--- src/rtl/ife_pkg.sv ---
// Shared types and constants of the iBUS frame encoder.
`default_nettype none

package ife_pkg;

  localparam int IFE_CHANNELS    = 14;
  localparam int IFE_MAX_RESULTS = 8;
  localparam int IFE_POS_W       = 4;

  localparam logic [7:0] HDR_FIRST  = 8'd32;
  localparam logic [7:0] HDR_SECOND = 8'd64;
  localparam logic [7:0] CR_BYTE    = 8'd13;

  // Byte slots of one item, in sending order.
  typedef enum logic [2:0] {
    SLOT_HDR_FIRST  = 3'd0,
    SLOT_HDR_SECOND = 3'd1,
    SLOT_VAL_LO     = 3'd2,
    SLOT_VAL_HI     = 3'd3,
    SLOT_CHK_LO     = 3'd4,
    SLOT_CHK_HI     = 3'd5
  } slot_e;

  // Classified item handed from front to back.
  typedef struct packed {
    logic [15:0] value;
    logic [15:0] check;
    logic        hdr;
    logic        tail;
    logic        cr;
  } cmd_t;

endpackage

`default_nettype wire

--- src/rtl/ife_front.sv ---
// Front part: accepts channel values, tracks frame position and checksum.
`default_nettype none

module ife_front #(
  parameter int CHANNELS = ife_pkg::IFE_CHANNELS
) (
  input  wire logic        clk_i,
  input  wire logic        rst_ni,
  input  wire logic        cfg_we_i,
  input  wire logic        cfg_data_i,
  input  wire logic        in_valid_i,
  output logic             in_stall_o,
  input  wire logic [15:0] channel_value_i,
  input  wire logic        q_full_i,
  output logic             q_push_o,
  output ife_pkg::cmd_t    q_cmd_o
);
  import ife_pkg::*;

  logic [IFE_POS_W-1:0] pos_q, pos_d, pos_inc;
  logic [15:0]          sum_q, sum_d, base, new_sum;
  logic                 cr_q;
  logic                 hdr, tail, accept;

  assign in_stall_o = q_full_i;
  assign accept     = in_valid_i && !q_full_i;

  // Classify the item and extend the running sum.
  always_comb begin
    hdr     = (pos_q == '0);
    base    = hdr ? ({8'd0, HDR_FIRST} + {8'd0, HDR_SECOND}) : sum_q;
    new_sum = base + {8'd0, channel_value_i[7:0]} + {8'd0, channel_value_i[15:8]};
    pos_inc = pos_q + 1'b1;
    tail    = (pos_inc == IFE_POS_W'(CHANNELS));
    pos_d   = tail ? '0 : pos_inc;
    sum_d   = tail ? '0 : new_sum;
  end

  assign q_push_o      = accept;
  assign q_cmd_o.value = channel_value_i;
  assign q_cmd_o.check = ~new_sum;
  assign q_cmd_o.hdr   = hdr;
  assign q_cmd_o.tail  = tail;
  assign q_cmd_o.cr    = cr_q;

  // Advance frame position on each transfer.
  always_ff @(posedge clk_i or negedge rst_ni) begin
    if (!rst_ni) begin
      pos_q <= '0;
      sum_q <= '0;
    end else if (accept) begin
      pos_q <= pos_d;
      sum_q <= sum_d;
    end
  end

  // Hold the carriage-return mode register.
  always_ff @(posedge clk_i or negedge rst_ni) begin
    if (!rst_ni) begin
      cr_q <= 1'b0;
    end else if (cfg_we_i) begin
      cr_q <= cfg_data_i;
    end
  end

endmodule

`default_nettype wire

--- src/rtl/ife_queue.sv ---
// Two-entry command queue between front and back.
`default_nettype none

module ife_queue (
  input  wire logic          clk_i,
  input  wire logic          rst_ni,
  input  wire logic          push_i,
  input  wire ife_pkg::cmd_t cmd_i,
  output logic               full_o,
  input  wire logic          pop_i,
  output logic               valid_o,
  output ife_pkg::cmd_t      cmd_o
);
  import ife_pkg::*;

  cmd_t       mem_q [2];
  logic       wr_ptr_q, rd_ptr_q;
  logic [1:0] cnt_q;

  assign full_o  = (cnt_q == 2'd2);
  assign valid_o = (cnt_q != 2'd0);
  assign cmd_o   = mem_q[rd_ptr_q];

  // Store pushed commands.
  always_ff @(posedge clk_i) begin
    if (push_i) begin
      mem_q[wr_ptr_q] <= cmd_i;
    end
  end

  // Advance pointers and fill count.
  always_ff @(posedge clk_i or negedge rst_ni) begin
    if (!rst_ni) begin
      wr_ptr_q <= 1'b0;
      rd_ptr_q <= 1'b0;
      cnt_q    <= 2'd0;
    end else begin
      if (push_i) wr_ptr_q <= ~wr_ptr_q;
      if (pop_i)  rd_ptr_q <= ~rd_ptr_q;
      if (push_i && !pop_i)      cnt_q <= cnt_q + 2'd1;
      else if (pop_i && !push_i) cnt_q <= cnt_q - 2'd1;
    end
  end

endmodule

`default_nettype wire

--- src/rtl/ife_back.sv ---
// Back part: serializes one command into bytes through an output register.
`default_nettype none

module ife_back (
  input  wire logic          clk_i,
  input  wire logic          rst_ni,
  input  wire logic          q_valid_i,
  input  wire ife_pkg::cmd_t q_cmd_i,
  output logic               q_pop_o,
  output logic               out_valid_o,
  input  wire logic          out_stall_i,
  output logic [7:0]         out_byte_o,
  output logic               last_of_item_o,
  output logic               end_of_frame_o
);
  import ife_pkg::*;

  logic       first_q;
  slot_e      slot_q, slot;
  logic       crph_q, crph;
  logic [2:0] cnt_q, cnt;
  slot_e      last_slot;
  logic [7:0] frame_byte, byte_d;
  logic       last, emit;
  logic       valid_q, last_q, eof_q;
  logic [7:0] byte_q;

  // Select the current slot and byte.
  always_comb begin
    slot = first_q ? (q_cmd_i.hdr ? SLOT_HDR_FIRST : SLOT_VAL_LO) : slot_q;
    crph = first_q ? 1'b0 : crph_q;
    cnt  = first_q ? 3'd0 : cnt_q;
    case (slot)
      SLOT_HDR_FIRST:  frame_byte = HDR_FIRST;
      SLOT_HDR_SECOND: frame_byte = HDR_SECOND;
      SLOT_VAL_LO:     frame_byte = q_cmd_i.value[7:0];
      SLOT_VAL_HI:     frame_byte = q_cmd_i.value[15:8];
      SLOT_CHK_LO:     frame_byte = q_cmd_i.check[7:0];
      SLOT_CHK_HI:     frame_byte = q_cmd_i.check[15:8];
      default:         frame_byte = 8'd0;
    endcase
    byte_d    = crph ? CR_BYTE : frame_byte;
    last_slot = q_cmd_i.tail ? SLOT_CHK_HI : SLOT_VAL_HI;
    last      = ((!q_cmd_i.cr || crph) && (slot == last_slot))
             || (cnt == 3'(IFE_MAX_RESULTS - 1));
  end

  assign emit    = q_valid_i && (!valid_q || !out_stall_i);
  assign q_pop_o = emit && last;

  // Step through the slots of the head command.
  always_ff @(posedge clk_i or negedge rst_ni) begin
    if (!rst_ni) begin
      first_q <= 1'b1;
      slot_q  <= SLOT_HDR_FIRST;
      crph_q  <= 1'b0;
      cnt_q   <= 3'd0;
    end else if (emit) begin
      first_q <= last;
      cnt_q   <= cnt + 3'd1;
      if (q_cmd_i.cr && !crph) begin
        crph_q <= 1'b1;
        slot_q <= slot;
      end else begin
        crph_q <= 1'b0;
        slot_q <= slot_e'(slot + 3'd1);
      end
    end
  end

  // Load the output register, drop valid once taken.
  always_ff @(posedge clk_i or negedge rst_ni) begin
    if (!rst_ni) begin
      valid_q <= 1'b0;
    end else if (emit) begin
      valid_q <= 1'b1;
    end else if (!out_stall_i) begin
      valid_q <= 1'b0;
    end
  end

  always_ff @(posedge clk_i) begin
    if (emit) begin
      byte_q <= byte_d;
      last_q <= last;
      eof_q  <= last && q_cmd_i.tail;
    end
  end

  assign out_valid_o    = valid_q;
  assign out_byte_o     = byte_q;
  assign last_of_item_o = last_q;
  assign end_of_frame_o = eof_q;

endmodule

`default_nettype wire

--- src/rtl/ibus_frame_encoder.sv ---
// Top level of the iBUS frame encoder.
//
//   channel  direction  handshake               payload
//   cfg      in         cfg_we_i                cfg_data_i (interleave_cr)
//   in       in         in_valid_i/in_stall_o   channel_value_i[15:0]
//   out      out        out_valid_o/out_stall_i out_byte_o, last_of_item_o,
//                                               end_of_frame_o
//
// One output byte leaves per cycle from the back sequencer's output register
// while out_stall_i is low. An item has 2 bytes for a plain channel, 4 with
// header or checksum, 6 for both, doubled (up to 8) with CR bytes.
// Input is taken into a two-entry queue; the in stall rises only
// when the queue is full. Reset is asynchronous, needs no clearing pass, and
// starts a new frame. An out stall holds the byte and backs up into the queue.
`default_nettype none

module ibus_frame_encoder #(
  parameter int CHANNELS = ife_pkg::IFE_CHANNELS
) (
  input  wire logic        clk_i,
  input  wire logic        rst_ni,
  input  wire logic        cfg_we_i,
  input  wire logic        cfg_data_i,
  input  wire logic        in_valid_i,
  output logic             in_stall_o,
  input  wire logic [15:0] channel_value_i,
  output logic             out_valid_o,
  input  wire logic        out_stall_i,
  output logic [7:0]       out_byte_o,
  output logic             last_of_item_o,
  output logic             end_of_frame_o
);
  import ife_pkg::*;

  cmd_t push_cmd, head_cmd;
  logic push, pop, full, head_valid;

  ife_front #(.CHANNELS(CHANNELS)) u_front (
    .clk_i,
    .rst_ni,
    .cfg_we_i,
    .cfg_data_i,
    .in_valid_i,
    .in_stall_o,
    .channel_value_i,
    .q_full_i (full),
    .q_push_o (push),
    .q_cmd_o  (push_cmd)
  );

  ife_queue u_queue (
    .clk_i,
    .rst_ni,
    .push_i  (push),
    .cmd_i   (push_cmd),
    .full_o  (full),
    .pop_i   (pop),
    .valid_o (head_valid),
    .cmd_o   (head_cmd)
  );

  ife_back u_back (
    .clk_i,
    .rst_ni,
    .q_valid_i (head_valid),
    .q_cmd_i   (head_cmd),
    .q_pop_o   (pop),
    .out_valid_o,
    .out_stall_i,
    .out_byte_o,
    .last_of_item_o,
    .end_of_frame_o
  );

endmodule

`default_nettype wire

--- config.mk ---
export PLATFORM = sky130hd
export DESIGN_NAME = ibus_frame_encoder
export DESIGN_NICKNAME = d
export VERILOG_FILES = /design/src/rtl/ife_pkg.sv /design/src/rtl/ife_front.sv /design/src/rtl/ife_queue.sv /design/src/rtl/ife_back.sv /design/src/rtl/ibus_frame_encoder.sv
export SDC_FILE = /design/constraint.sdc
export NUM_CORES = 1
export LEC_CHECK = 0
export BUFFER_PORTS_ARGS = -buffer_cell sky130_fd_sc_hd__buf_2
export CAP_MARGIN = 20
export CORE_ASPECT_RATIO = 1.2
export CORE_MARGIN = 8
export CORE_UTILIZATION = 49
export DETAILED_ROUTE_END_ITERATION = 8
export PLACE_DENSITY = 0.67
export SLEW_MARGIN = 20
export SYNTH_ARGS = -nofsm -noshare
export SYNTH_HDL_FRONTEND = slang
export SYNTH_SLANG_ARGS = --single-unit
--- constraint.sdc ---
create_clock -name clk_i -period 5.07 [get_ports clk_i]
set_input_delay 0.507 -clock clk_i [delete_from_list [all_inputs] [get_ports clk_i]]
set_output_delay 0.507 -clock clk_i [all_outputs]
set_load 0.03 [all_outputs]
==> results of run 1 <==
==> metrics by stage <==
stage	utilization, %	setup slack, ns	power, mW	area, sq um
2_1_floorplan	-	1.40	2.98	5390
3_3_place_gp	52.5	1.43	3.42	5710
3_5_place_dp	52.5	1.31	3.47	5710
4_1_cts	57.9	1.30	4.64	6290
5_1_grt	58.1	1.09	4.92	6320
6_report	58.1	1.30	4.63	6320
==> registers in the layout, summed over array words and instances, names as in the netlist <==
name and cells:
u_back.cnt_q 3, u_back.crph_q 1, u_back.end_of_frame_o 1, u_back.first_q 1, u_back.last_of_item_o 1, u_back.out_byte_o 8, u_back.out_valid_o 1, u_back.slot_q 3
u_front.cr_q 1, u_front.pos_q 4, u_front.sum_q 16, u_queue.cnt_q 2, u_queue.mem_q 70, u_queue.rd_ptr_q 1, u_queue.wr_ptr_q 1
==> kinds of logic after synthesis <==
group | after synthesis | synth area share [%]
fa+ha+maj | 28 | 7.75
flops | 114 | 60.3
compound gates | 84 | 9.86
simple gates | 114 | 10.5
buf+inv | 29 | 2.16
xor+xnor | 19 | 3.09
mux | 33 | 6.33
==> path summary, 6_finish.rpt <==
check / endpoint / slack (ns) / depth (start not counted)
max: u_queue.mem_q[1][14]$_DFFE_PP_ / 1.30 / 13
min: u_back.cnt_q[2]$_DFFE_PN0P_ / 0.20 / 1
max reg2reg: u_queue.mem_q[1][14]$_DFFE_PP_ / 1.30 / 13
min reg2reg: u_front.sum_q[1]$_DFFE_PN0P_ / 0.47 / 2
max in group asynchronous: u_front.sum_q[3]$_DFFE_PN0P_ / 4.34 / 1
min in group clk_i: u_back.out_valid_o$_DFFE_PN0P_ / 0.33 / 3
==> routing by layer <==
| metal | vias to the layer above | global-route usage [%] | wire length, um | part of all wire, % |
|---|---|---|---|---|
| li1 | 1628 | - | - | - |
| met1 | 1657 | 17.7 | 4620 | 42 |
| met2 | 60 | 28.6 | 5660 | 52 |
| met3 | 14 | 5.33 | 453 | 4.1 |
| met4 | 0 | 7.41 | 237 | 2.2 |
| met5 | - | 0 | 0 | 0 |
==> power groups by stage <==
stage | sequential [mW] | combinational [mW] | clock [mW]
detailed placement | 1.71 | 1.77 | 0
global placement | 1.69 | 1.73 | 0
global route | 1.73 | 1.99 | 1.20
CTS | 1.70 | 1.78 | 1.16
finish | 1.69 | 1.79 | 1.14
floorplan | 1.72 | 1.26 | 0
==> layout by cell type, fill, tap and decap left out, drive strengths merged, types with 4 or more instances in the layout <==
cell type,synthesis,layout
nand3,7,7
mux2i,24,24
nor2,22,22
nand2,47,47
ha,19,19
xor2,10,10
nor2b,15,15
a211oi,5,5
o21ai,25,25
buf,5,38
a21o,7,7
xnor2,9,9
dfrtp,33,33
mux2,9,9
fa,9,9
a21oi,18,18
o211ai,5,5
o22ai,8,8
o31ai,4,4
inv,16,17
edfxtp,80,80
clkbuf,8,24
and3,4,4
nand2b,4,4
==> cell type report <==
class | instances | area (sq um) | area share [%]
sequential | 114 | 3250 | 51.5
multi-input combinational | 278 | 2030 | 32.1
clock buffer | 24 | 513 | 8.12
timing repair buffer | 38 | 223 | 3.52
tap | 132 | 165 | 2.61
clock inverter | 8 | 72.6 | 1.15
inverter | 16 | 62.6 | 0.990
==> results.md, run 1 <==
* Async set-or-reset flop fraction in the synthesized netlist at 29.8%
* Net Sw Frac at 36.5%
* Die Y at 131 um
* # resized after CTS at 0
* Worst Path Arrival at ~4 ns
* Post-DP HPWL at 7.55 mm
* Largest net degree at the start of global routing at 36
* Placed Cells at ~580
* Fraction of layout cells with a size suffix above 1 at 18.8%
* VDD IR-drop max at between 0.3 and 0.4 mV
* Max Cap Viol at 0
* CTS tree: built
* Top FF cell, synth: edfxtp_1
* Gate power share at 38.6%
* Nets at slightly above 500
* Sequential share of the synthesized area at 60.3%
* Power density over cell area at 732 mW/mm^2
* Sequential Power Share at a little over a third
* Drt initial violations at 249
* Starting Density at 49.6%
* Routed wire length at about 11 mm
* Fmax at 0.265 GHz
* DRT Pass-1 Iters at 4
* Run status: completed
* Setup Skew at 0.0100 ns
* WP data required at around 5.2 ns
* Fin crit period at 3.77 ns
* Die width at 112 um
* Worst path max stage delay at 0.48 ns
* Syn-to-layout area delta at 17.2%
* CTS Sinks at 114
* Initial antenna violation count at 0
* Core Area at 0.0109 sq mm
* Final setup TNS at 0 ns
* Post-Synthesis Cells at 421
* Crit path kind: register to register
* Worst slew pin tran at roughly 1.1 ns
* Ys Warns at 0
* Vias in the first global route at 3487
* Clock buffer depth at 2
* Final setup vio count at 0
* WP buf/inv at 2
* Startpoint types: register
* Port buffer count at 33
* Area contributors post-synth: edfxtp_1 (45%), dfrtp_1 (15%), mux2i_1 (4.5%)
* GPL Wtd Cong at roughly 0.85
* CP max FO at 15
* Worst setup EP type: register
* Fin crit share at 74.4%
* Sw power at 1.69 mW
* Pleak at 2.61 nW
* WL/cell at 18.0 um
* H-tree depth at 4
* Crit path from: u_front.pos_q[0]$_DFFE_PN0P_
* DR vias/cell at 5.51
* Syn avg cell area at 12.8 sq um
* FF+latch count, synth at 114
* Die ar. at 0.0146 sq mm
* Syn Nets at 471
* Relative slew slack at a little under 30%
* DRC Markers at 0
* Clk_lat worst skew at approximately 0.41 ns
* Mapped Area at 0.00539 sq mm
* RSZ-0062 raised after global routing: no
* Pint at about 2.9 mW
* Cell family with the largest share of critical-path delay: adder cells
* Top Ports at 34
* Clock share of power at 24.8%
* Max Slew Vio Count at 0
* Fin cells at 610
* Top-area cell type share of the netlist area at 44.5%
* Most frequent cells after synthesis: edfxtp_1 (80), nand2_1 (46), dfrtp_1 (33), mux2i_1 (24), o21ai_0 (24)
* Final hold vios at 0
* Setup repair bufs after CTS at 0
* Clock root buffer: clkbuf_16
* Global Route Usage Sum at 16.2%
* CTS buffer count at 17
* Std-Cell Rows at 42
* # hold bufs at CTS at 0
* Most common cell in the netlist: edfxtp_1
* Ant diodes at 0
* Post-synth EDFFs at 80
* Cells along the critical path: inv_1, ha_1, nand2_4, inv_4, nor2b_1, fa_1, ha_1, fa_1, a211oi_2, nor3_1, or3_1, and3_1, xor2_1
* Post-route ant nets at 0
* Reg-to-Reg Start: u_front.pos_q[0]$_DFFE_PN0P_
* HP Class: primary input to asynchronous set/reset pin
* Vias after detailed routing at 3359
* Clock slew at reported path FFs at about 0.060 ns
* Yosys cell types at 52
* Critical path's slowest cell: or3_1
* GR Overflow Total at 0
* Yosys top cell by area: edfxtp_1
* First-pass GRT wire length at 18.0 mm
* Min Hold Slack at 0.199 ns
* Fill count at slightly below 900
Power figures use the tool's default switching activity.
==> run 2: changes to the inputs <==
--- a/config.mk
+++ b/config.mk
@@ -5,13 +5,14 @@
 export SDC_FILE = /design/constraint.sdc
 export NUM_CORES = 1
 export LEC_CHECK = 0
+export ABC_AREA = 1
 export BUFFER_PORTS_ARGS = -buffer_cell sky130_fd_sc_hd__buf_2
 export CAP_MARGIN = 20
 export CORE_ASPECT_RATIO = 1.2
 export CORE_MARGIN = 8
 export CORE_UTILIZATION = 49
 export DETAILED_ROUTE_END_ITERATION = 8
-export PLACE_DENSITY = 0.67
+export PLACE_DENSITY = 0.69
 export SLEW_MARGIN = 20
 export SYNTH_ARGS = -nofsm -noshare
 export SYNTH_HDL_FRONTEND = slang
==> constraint.sdc (replaced) <==
create_clock -name clk_i -period 3.21 [get_ports clk_i]
set_input_delay 0.321 -clock clk_i [delete_from_list [all_inputs] [get_ports clk_i]]
set_output_delay 0.321 -clock clk_i [all_outputs]
set_load 0.03 [all_outputs]
==> run 2 against run 1 <==
  * Sequential share of layout area down 0.66 points
  * Clock power up 53%
  * Power up 61%
  * Clock-buffer cell count down 5
  * Critical path depth up 3
  * Non-clock buffer count up 6
  * First-iteration DRC count down 20%
  * Die area up 1.8%
  * Flip-flop and latch count unchanged
  * Sequential power up 50%
  * Largest cell class unchanged
==> results.md, run 2 <==
* GR Overflow Total at 0 (unchanged)
* Net Sw Frac at 39.5% (was 36.5%)
* Max Cap Viol at 0 (unchanged)
* Run status: completed (unchanged)
* CTS buffer count at 17 (unchanged)
* DRT Pass-1 Iters at 5 (was 4)
* Post-route cell area at 0.00640 sq mm (was 0.00632 sq mm)
* H-tree depth at 4 (unchanged)
* Pint at 4.50 mW (was 2.94 mW)
* Most common cell in the netlist: nand2_1 (was edfxtp_1)
* Post-route ant nets at 0 (unchanged)
* Pleak at 2.81 nW (was 2.61 nW)
* WP data required at 3.37 ns (was 5.22 ns)
* DR vias/cell at 5.29 (was 5.51)
* DP Area at 0.00584 sq mm (was 0.00571 sq mm)
* Vias in the first global route at 3880 (was 3487)
* Clock buffer depth at 2 (unchanged)
* Max reg flops at 70 (unchanged)
* Startpoint types: register (unchanged)
* Final setup vio count at 0 (unchanged)
* R2R Setup Slk at 0.25 ns (was 1.30 ns)
* Commonest non-fill, non-tap cell in the layout: nand2_1 (was edfxtp_1)
* GPL Wtd Cong at 0.839 (was 0.853)
* Clock slew at reported path FFs at 0.05 ns (was 0.06 ns)
* First-pass GRT wire length at 19.1 mm (was 18.0 mm)
* Sw power at 2.94 mW (was 1.69 mW)
* Fin cells at 729 (was 610)
* Std-Cell Rows at 42 (unchanged)
* Final setup TNS at 0 ns (unchanged)
* FF+latch count, synth at 114 (unchanged)
* Routed wire length at 11.6 mm (was 11.0 mm)
* Reg-to-Reg Start: u_front.pos_q[0]$_DFFE_PN0P_ (unchanged)
* Core Area at 0.0110 sq mm (was 0.0109 sq mm)
* HP Class: primary input to asynchronous set/reset pin (unchanged)
* Starting Density at 50.1% (was 49.6%)
* Post-Synthesis Cells at 533 (was 421)
* Yosys top cell by area: edfxtp_1 (unchanged)
* Critical path's slowest cell: fa_1 (was or3_1)
* Worst path max stage delay at 0.43 ns (was 0.48 ns)
* Syn-to-layout area delta at 16.3% (was 17.2%)
* DRC Markers at 0 (unchanged)
* Cells along the critical path: inv_1, ha_1, nand3_4, inv_4, nor2_2, fa_1, ha_1, fa_2, nand2_1, nand2_1, nand3b_1, nand2_2, nand2_1, nand2_1, nand3b_1, nand2_1 (was inv_1, ha_1, nand2_4, inv_4, nor2b_1, fa_1, ha_1, fa_1, a211oi_2, nor3_1, or3_1, and3_1, xor2_1)
* Sequential Power Share at 34.1% (was 36.6%)
* Placed Cells at 697 (was 577)
* Gate power share at 42.5% (was 38.6%)
* CTS Sinks at 114 (unchanged)
* Fill count at 889 (was 890)
* Setup Skew at 0.00528 ns (was 0.0100 ns)
* Nets at 634 (was 515)
* Fmax at 0.338 GHz (was 0.265 GHz)
* Fin crit share at 92.3% (was 74.4%)
* Die width at 113 um (was 112 um)
* Async set-or-reset flop fraction in the synthesized netlist at 29.8% (unchanged)
* Most frequent cells after synthesis: nand2_1 (161), edfxtp_1 (80), inv_1 (53), nor2_1 (44), dfrtp_1 (33) (was edfxtp_1 (80), nand2_1 (46), dfrtp_1 (33), mux2i_1 (24), o21ai_0 (24))
* Top reg by flops: u_queue.mem_q (unchanged)
* Post-synth EDFFs at 80 (unchanged)
* Syn avg cell area at 10.3 sq um (was 12.8 sq um)
* Top Ports at 34 (unchanged)
* # hold bufs at CTS at 0 (unchanged)
* Power Total at 7.44 mW (was 4.63 mW)
* CP max FO at 8 (was 15)
* Yosys cell types at 42 (was 52)
* Port buffer count at 33 (unchanged)
* Setup repair bufs after CTS at 0 (unchanged)
* VDD IR-drop max at 0.376 mV (was 0.345 mV)
* Worst slew pin tran at 0.838 ns (was 1.06 ns)
* Worst Path Arrival at 3.12 ns (was 3.92 ns)
* R2R depth at 16 (was 13)
* Relative slew slack at 44.1% (was 29.5%)
* CTS tree: built (unchanged)
* Global Route Usage Sum at 16.5% (was 16.2%)
* Top-area cell type share of the netlist area at 43.6% (was 44.5%)
* Largest net degree at the start of global routing at 37 (was 36)
* Vias after detailed routing at 3859 (was 3359)
* Clk_lat worst skew at 0.41 ns (about the same)
* Top FF cell, synth: edfxtp_1 (unchanged)
* Area contributors post-synth: edfxtp_1 (44%), dfrtp_1 (15%), nand2_1 (11%) (was edfxtp_1 (45%), dfrtp_1 (15%), mux2i_1 (4.5%))
* Ys Warns at 0 (unchanged)
* Syn Nets at 583 (was 471)
* Die Y at 132 um (was 131 um)
* Drt initial violations at 198 (was 249)
* WL/cell at 16.0 um (was 18.0 um)
* Ant diodes at 0 (unchanged)
* Most frequent cells in the layout: nand2_1 (160), edfxtp_1 (80), inv_1 (53) (was edfxtp_1 (80), nand2_1 (46), buf_2 (33), dfrtp_1 (33))
* Clock share of power at 23.4% (was 24.8%)
* Clock root buffer: clkbuf_16 (unchanged)
* Final hold vios at 0 (unchanged)
* RSZ-0062 raised after global routing: no (unchanged)
* Post-DP HPWL at 7.97 mm (was 7.55 mm)
* Fraction of layout cells with a size suffix above 1 at 15.6% (was 18.8%)
* Most common cell on crit path: nand2_1
* Die ar. at 0.0149 sq mm (was 0.0146 sq mm)
* Max Slew Vio Count at 0 (unchanged)
* Power density over cell area at 1160 mW/mm^2 (was 732 mW/mm^2)
* Mapped Area at 0.00551 sq mm (was 0.00539 sq mm)
* Sequential share of the synthesized area at 59.1% (was 60.3%)
* Crit path kind: register to register (unchanged)
* Final core utilization at 58.3% (was 58.1%)
* Initial antenna violation count at 0 (unchanged)
* Worst setup EP type: register (unchanged)
* Worst flop-to-flop path endpoint: u_queue.mem_q[0][18]$_DFFE_PP_ (was u_queue.mem_q[1][14]$_DFFE_PP_)
* Fin crit period at 2.96 ns (was 3.77 ns)
## run 2: cell count changes in the layout (fill, tap and decap cells not counted), sizes merged, moves of 6 or more
cell   previous run  this run
a21oi            18        12
mux2              9         1
nor2b            15         0
a21o              7         0
nand3             7        27
inv              17        57
nand2            47       166
buf              38        44
mux2i            24         0
nor2             22        45
## run 2: worst max path at each step
stage / to / from / depth (start not counted)
2_1_floorplan: u_queue.mem_q[0][16]$_DFFE_PP_ / u_front.pos_q[0]$_DFFE_PN0P_ / 16
3_3_place_gp: u_queue.mem_q[0][16]$_DFFE_PP_ / u_front.pos_q[0]$_DFFE_PN0P_ / 16
3_5_place_dp: u_queue.mem_q[0][16]$_DFFE_PP_ / u_front.pos_q[0]$_DFFE_PN0P_ / 16
4_1_cts: u_queue.mem_q[0][16]$_DFFE_PP_ / u_front.pos_q[0]$_DFFE_PN0P_ / 16
5_1_grt: u_queue.mem_q[1][17]$_DFFE_PP_ / u_front.pos_q[0]$_DFFE_PN0P_ / 14
6_report: u_queue.mem_q[0][18]$_DFFE_PP_ / u_front.pos_q[0]$_DFFE_PN0P_ / 16
## run 2: layer usage
metal / up-vias / share of wire (%) / track usage (%)
met1: 1838 / 42 / 19.2
met2: 125 / 50 / 27.6
met5: - / 0 / 0
met4: 0 / 1.8 / 8.11
li1: 1877 / - / -
met3: 19 / 6.0 / 4.17
## run 2: worst max-delay path: cells and delay by family (launching register included)
| family | cells | cell delay (ns) |
|---|---|---|
| adders and majority gates | 4 | 1.25 |
| and+or+nand+nor | 10 | 0.91 |
| buffers and inverters | 2 | 0.13 |
| DFF | 1 | 0.42 |
## run 2: logic make-up after synthesis
kind of cell	after synthesis	share of synthesized area [%]
AO/OA/AOI/OAI	64	6.93
XOR/XNOR	11	1.75
adder cells (fa/ha/maj)	28	7.59
buffers and inverters	69	5.61
flip-flops	114	59.1
multiplexers	1	0.205
AND/OR/NAND/NOR	246	18.8
## run 2: stage by stage
step,hold slack [ns],setup slack [ns]
after floorplan,0.0254,0.327
after global placement,0.455,0.232
after detailed placement,0.475,0.114
after CTS,0.0432,0.0927
after global routing,0.0828,0.00200
final,0.0183,0.247
## run 2: cell type report
| type | instances | area [sq um] | area share, % |
|---|---|---|---|
| Multi-Input combinational cell | 350 | 1960 | 30.7 |
| Sequential cell | 114 | 3250 | 50.8 |
| Inverter | 57 | 216 | 3.38 |
| Timing Repair Buffer | 44 | 251 | 3.93 |
| Tap cell | 132 | 165 | 2.58 |
| Clock inverter | 13 | 119 | 1.86 |
| Clock buffer | 19 | 433 | 6.76 |
## run 2: repair_timing
item                                   CTS  global route
endpoints found under the hold margin    0             0
setup endpoints to repair                0            19
resized for setup                        0             5
## run 2: power groups by stage
stage                     Sequential, mW  Clock, mW  Combinational, mW
after global placement              2.54          0               3.02
after CTS                           2.54       1.76               3.15
after floorplan                     2.67          0               2.19
after detailed placement            2.57          0               3.12
after global routing                2.59       1.82               3.56
final                               2.54       1.74               3.16
==> run 3: changes to the inputs <==
--- a/config.mk
+++ b/config.mk
@@ -5,14 +5,14 @@
 export SDC_FILE = /design/constraint.sdc
 export NUM_CORES = 1
 export LEC_CHECK = 0
-export ABC_AREA = 1
+export ABC_AREA = 0
 export BUFFER_PORTS_ARGS = -buffer_cell sky130_fd_sc_hd__buf_2
 export CAP_MARGIN = 20
 export CORE_ASPECT_RATIO = 1.2
 export CORE_MARGIN = 8
 export CORE_UTILIZATION = 49
 export DETAILED_ROUTE_END_ITERATION = 8
-export PLACE_DENSITY = 0.69
+export PLACE_DENSITY = 0.67
 export SLEW_MARGIN = 20
 export SYNTH_ARGS = -nofsm -noshare
 export SYNTH_HDL_FRONTEND = slang
==> constraint.sdc (replaced) <==
create_clock -name clk_i -period 3.5 [get_ports clk_i]
set_input_delay 0.35 -clock clk_i [delete_from_list [all_inputs] [get_ports clk_i]]
set_output_delay 0.35 -clock clk_i [all_outputs]
set_load 0.03 [all_outputs]
==> run 3 against run 2 <==
  * Utilization decreased by 0.69 points
  * Register-to-register slack got worse by 0.10 ns
  * Final area decreased by 2.1%
  * Global-route usage decreased by 0.078 points
  * Highest routed layer unchanged
  * Largest power group unchanged
  * Power decreased by 13%
  * Clock power decreased by 17%
  * First-iteration DRC count increased by 15%
  * Wire length decreased by 5.5%
==> results.md, run 3 (synthesis results as in run 1) <==
* Run status: completed (unchanged)
* Post-place setup slack at 0.00157 ns (was 0.114 ns)
* Pleak at 2.58 nW (was 2.81 nW)
* Post-route ant nets at 0 (unchanged)
* Post-DP HPWL at 7.80 mm (was 7.97 mm)
* Worst slew pin tran at 1.05 ns (was 0.838 ns)
* Die ar. at 0.0146 sq mm (was 0.0149 sq mm)
* Most Used Layer, Global Route: met2 (unchanged)
* Nets at 519 (was 634)
* Global Route Usage Sum at 16.4% (was 16.5%)
* Power Total at 6.50 mW (was 7.44 mW)
* Die Y at 131 um (was 132 um)
* Clock buffer depth at 2 (unchanged)
* DRC Markers at 0 (unchanged)
* Fin crit period at 3.35 ns (was 2.96 ns)
* CP max FO at 12 (was 8)
* Fin crit share at 95.8% (was 92.3%)
* WP data required at 3.66 ns (was 3.37 ns)
* Met1 Use GR at 17.9% (was 19.2%)
* Commonest non-fill, non-tap cell in the layout: edfxtp_1 (was nand2_1)
* Die width at 112 um (was 113 um)
* Max reg flops at 70 (unchanged)
* DRT Pass-1 Iters at 4 (was 5)
* Setup Skew at 0.0208 ns (was 0.00528 ns)
* Port buffer count at 33 (unchanged)
* Vias in the first global route at 3543 (was 3880)
* Initial antenna violation count at 0 (unchanged)
* Core Area at 0.0109 sq mm (was 0.0110 sq mm)
* Max Cap Viol at 0 (unchanged)
* GR Layer Usage met3 at 5.52% (was 4.17%)
* Starting Density at 49.6% (was 50.1%)
* Max Slew Vio Count at 0 (unchanged)
* Clock slew at reported path FFs at 0.05 ns (about the same)
* Fmax at 0.298 GHz (was 0.338 GHz)
* GR Layer Usage met2 at 29.2% (was 27.6%)
* Clock root buffer: clkbuf_16 (unchanged)
* Final setup TNS at 0 ns (unchanged)
* Vias after detailed routing at 3383 (was 3859)
* Syn-to-layout area delta at 16.2% (was 16.3%)
* Std-Cell Rows at 42 (unchanged)
* Crit path kind: register to register (unchanged)
* Fraction of layout cells with a size suffix above 1 at 19.7% (was 15.6%)
* Routed wire length at 11.0 mm (was 11.6 mm)
* Worst setup EP type: register (unchanged)
* Ant diodes at 0 (unchanged)
* CTS buffer count at 17 (unchanged)
* DR vias/cell at 5.51 (was 5.29)
* Final setup vio count at 0 (unchanged)
* Power density over cell area at 1040 mW/mm^2 (was 1160 mW/mm^2)
* Final worst slack at 0.147 ns (was 0.247 ns)
* VDD IR-drop max at 0.550 mV (was 0.376 mV)
* Worst Path Arrival at 3.52 ns (was 3.12 ns)
* Fin cells at 614 (was 729)
* Setup repair bufs after CTS at 0 (unchanged)
* Largest net degree at the start of global routing at 36 (was 37)
* Most frequent cells in the layout: edfxtp_1 (80), nand2_1 (46), buf_2 (33), dfrtp_1 (33) (was nand2_1 (160), edfxtp_1 (80), inv_1 (53))
* Drt initial violations at 227 (was 198)
* HP Class: primary input to asynchronous set/reset pin (unchanged)
* First-pass GRT wire length at 18.2 mm (was 19.1 mm)
* WL/cell at 17.9 um (was 16.0 um)
* Clk_lat worst skew at 0.41 ns (about the same)
* Placed Cells at 582 (was 697)
* Top Ports at 34 (unchanged)
* Top reg by flops: u_queue.mem_q (unchanged)
* GR Overflow Total at 0 (unchanged)
* Relative slew slack at 30.0% (was 44.1%)
* CTS Sinks at 114 (unchanged)
* Final hold vios at 0 (unchanged)
* Min Hold Slack at 0.0518 ns (was 0.0183 ns)
* CTS tree: built (unchanged)
* H-tree depth at 4 (unchanged)
* RSZ-0062 raised after global routing: no (unchanged)
* GPL Wtd Cong at 0.821 (was 0.839)
* Startpoint types: register (unchanged)
-- run 3: routing by layer --
| metal | up-vias | routed length, um |
|---|---|---|
| li1 | 1637 | - |
| met1 | 1670 | 4610 |
| met2 | 65 | 5850 |
| met5 | - | 0 |
| met3 | 11 | 351 |
| met4 | 0 | 181 |
-- run 3: final timing paths --
check / from / end / slack, ns / depth (start not counted)
max: u_front.pos_q[1]$_DFFE_PN0P_ / u_queue.mem_q[0][14]$_DFFE_PP_ / 0.15 / 13
min: rst_ni / u_front.sum_q[4]$_DFFE_PN0P_ / 0.05 / 1
max reg2reg: u_front.pos_q[1]$_DFFE_PN0P_ / u_queue.mem_q[0][14]$_DFFE_PP_ / 0.15 / 13
min reg2reg: u_front.sum_q[1]$_DFFE_PN0P_ / u_front.sum_q[1]$_DFFE_PN0P_ / 0.47 / 2
max in group asynchronous: rst_ni / u_front.sum_q[0]$_DFFE_PN0P_ / 2.92 / 1
min in group clk_i: out_stall_i / u_back.out_valid_o$_DFFE_PN0P_ / 0.16 / 3
-- run 3: critical path: stages (launching register included) --
cell	delay (ns)
dfrtp_1	0.42
inv_2	0.07
ha_2	0.18
nand2_4	0.09
inv_6	0.06
nor2b_1	0.14
fa_1	0.45
ha_2	0.21
fa_2	0.39
a211oi_2	0.26
nor3_1	0.08
or3_4	0.38
and3_4	0.21
xor2_1	0.16
-- run 3: cell type report --
type / instances / area [sq um]
Fill cell: 885 / 4610
Sequential cell: 114 / 3250
Multi-Input combinational cell: 278 / 2050
Clock buffer: 24 / 462
Timing Repair Buffer: 42 / 233
Tap cell: 132 / 165
Inverter: 16 / 65.1
Clock inverter: 8 / 40.0
-- run 3: timing repair --
action	in CTS	in global routing
hold buffers	0	0
endpoints found under the setup margin	3	7
resized for setup	1	3
pin swaps	0	2
-- run 3: per-stage QoR --
stage	utilization, %	area [sq um]
2_1_floorplan	-	5410
3_3_place_gp	52.9	5750
3_5_place_dp	52.9	5750
4_1_cts	57.5	6260
5_1_grt	57.6	6270
6_report	57.6	6270
-- run 3: report_power, final --
group / switching, mW / leakage [nW] / internal, mW
sequential: 0.246 / 1.15 / 2.18
clock: 0.535 / 0.247 / 0.906
combinational: 1.62 / 1.18 / 1.01
total: 2.40 / 2.58 / 4.10
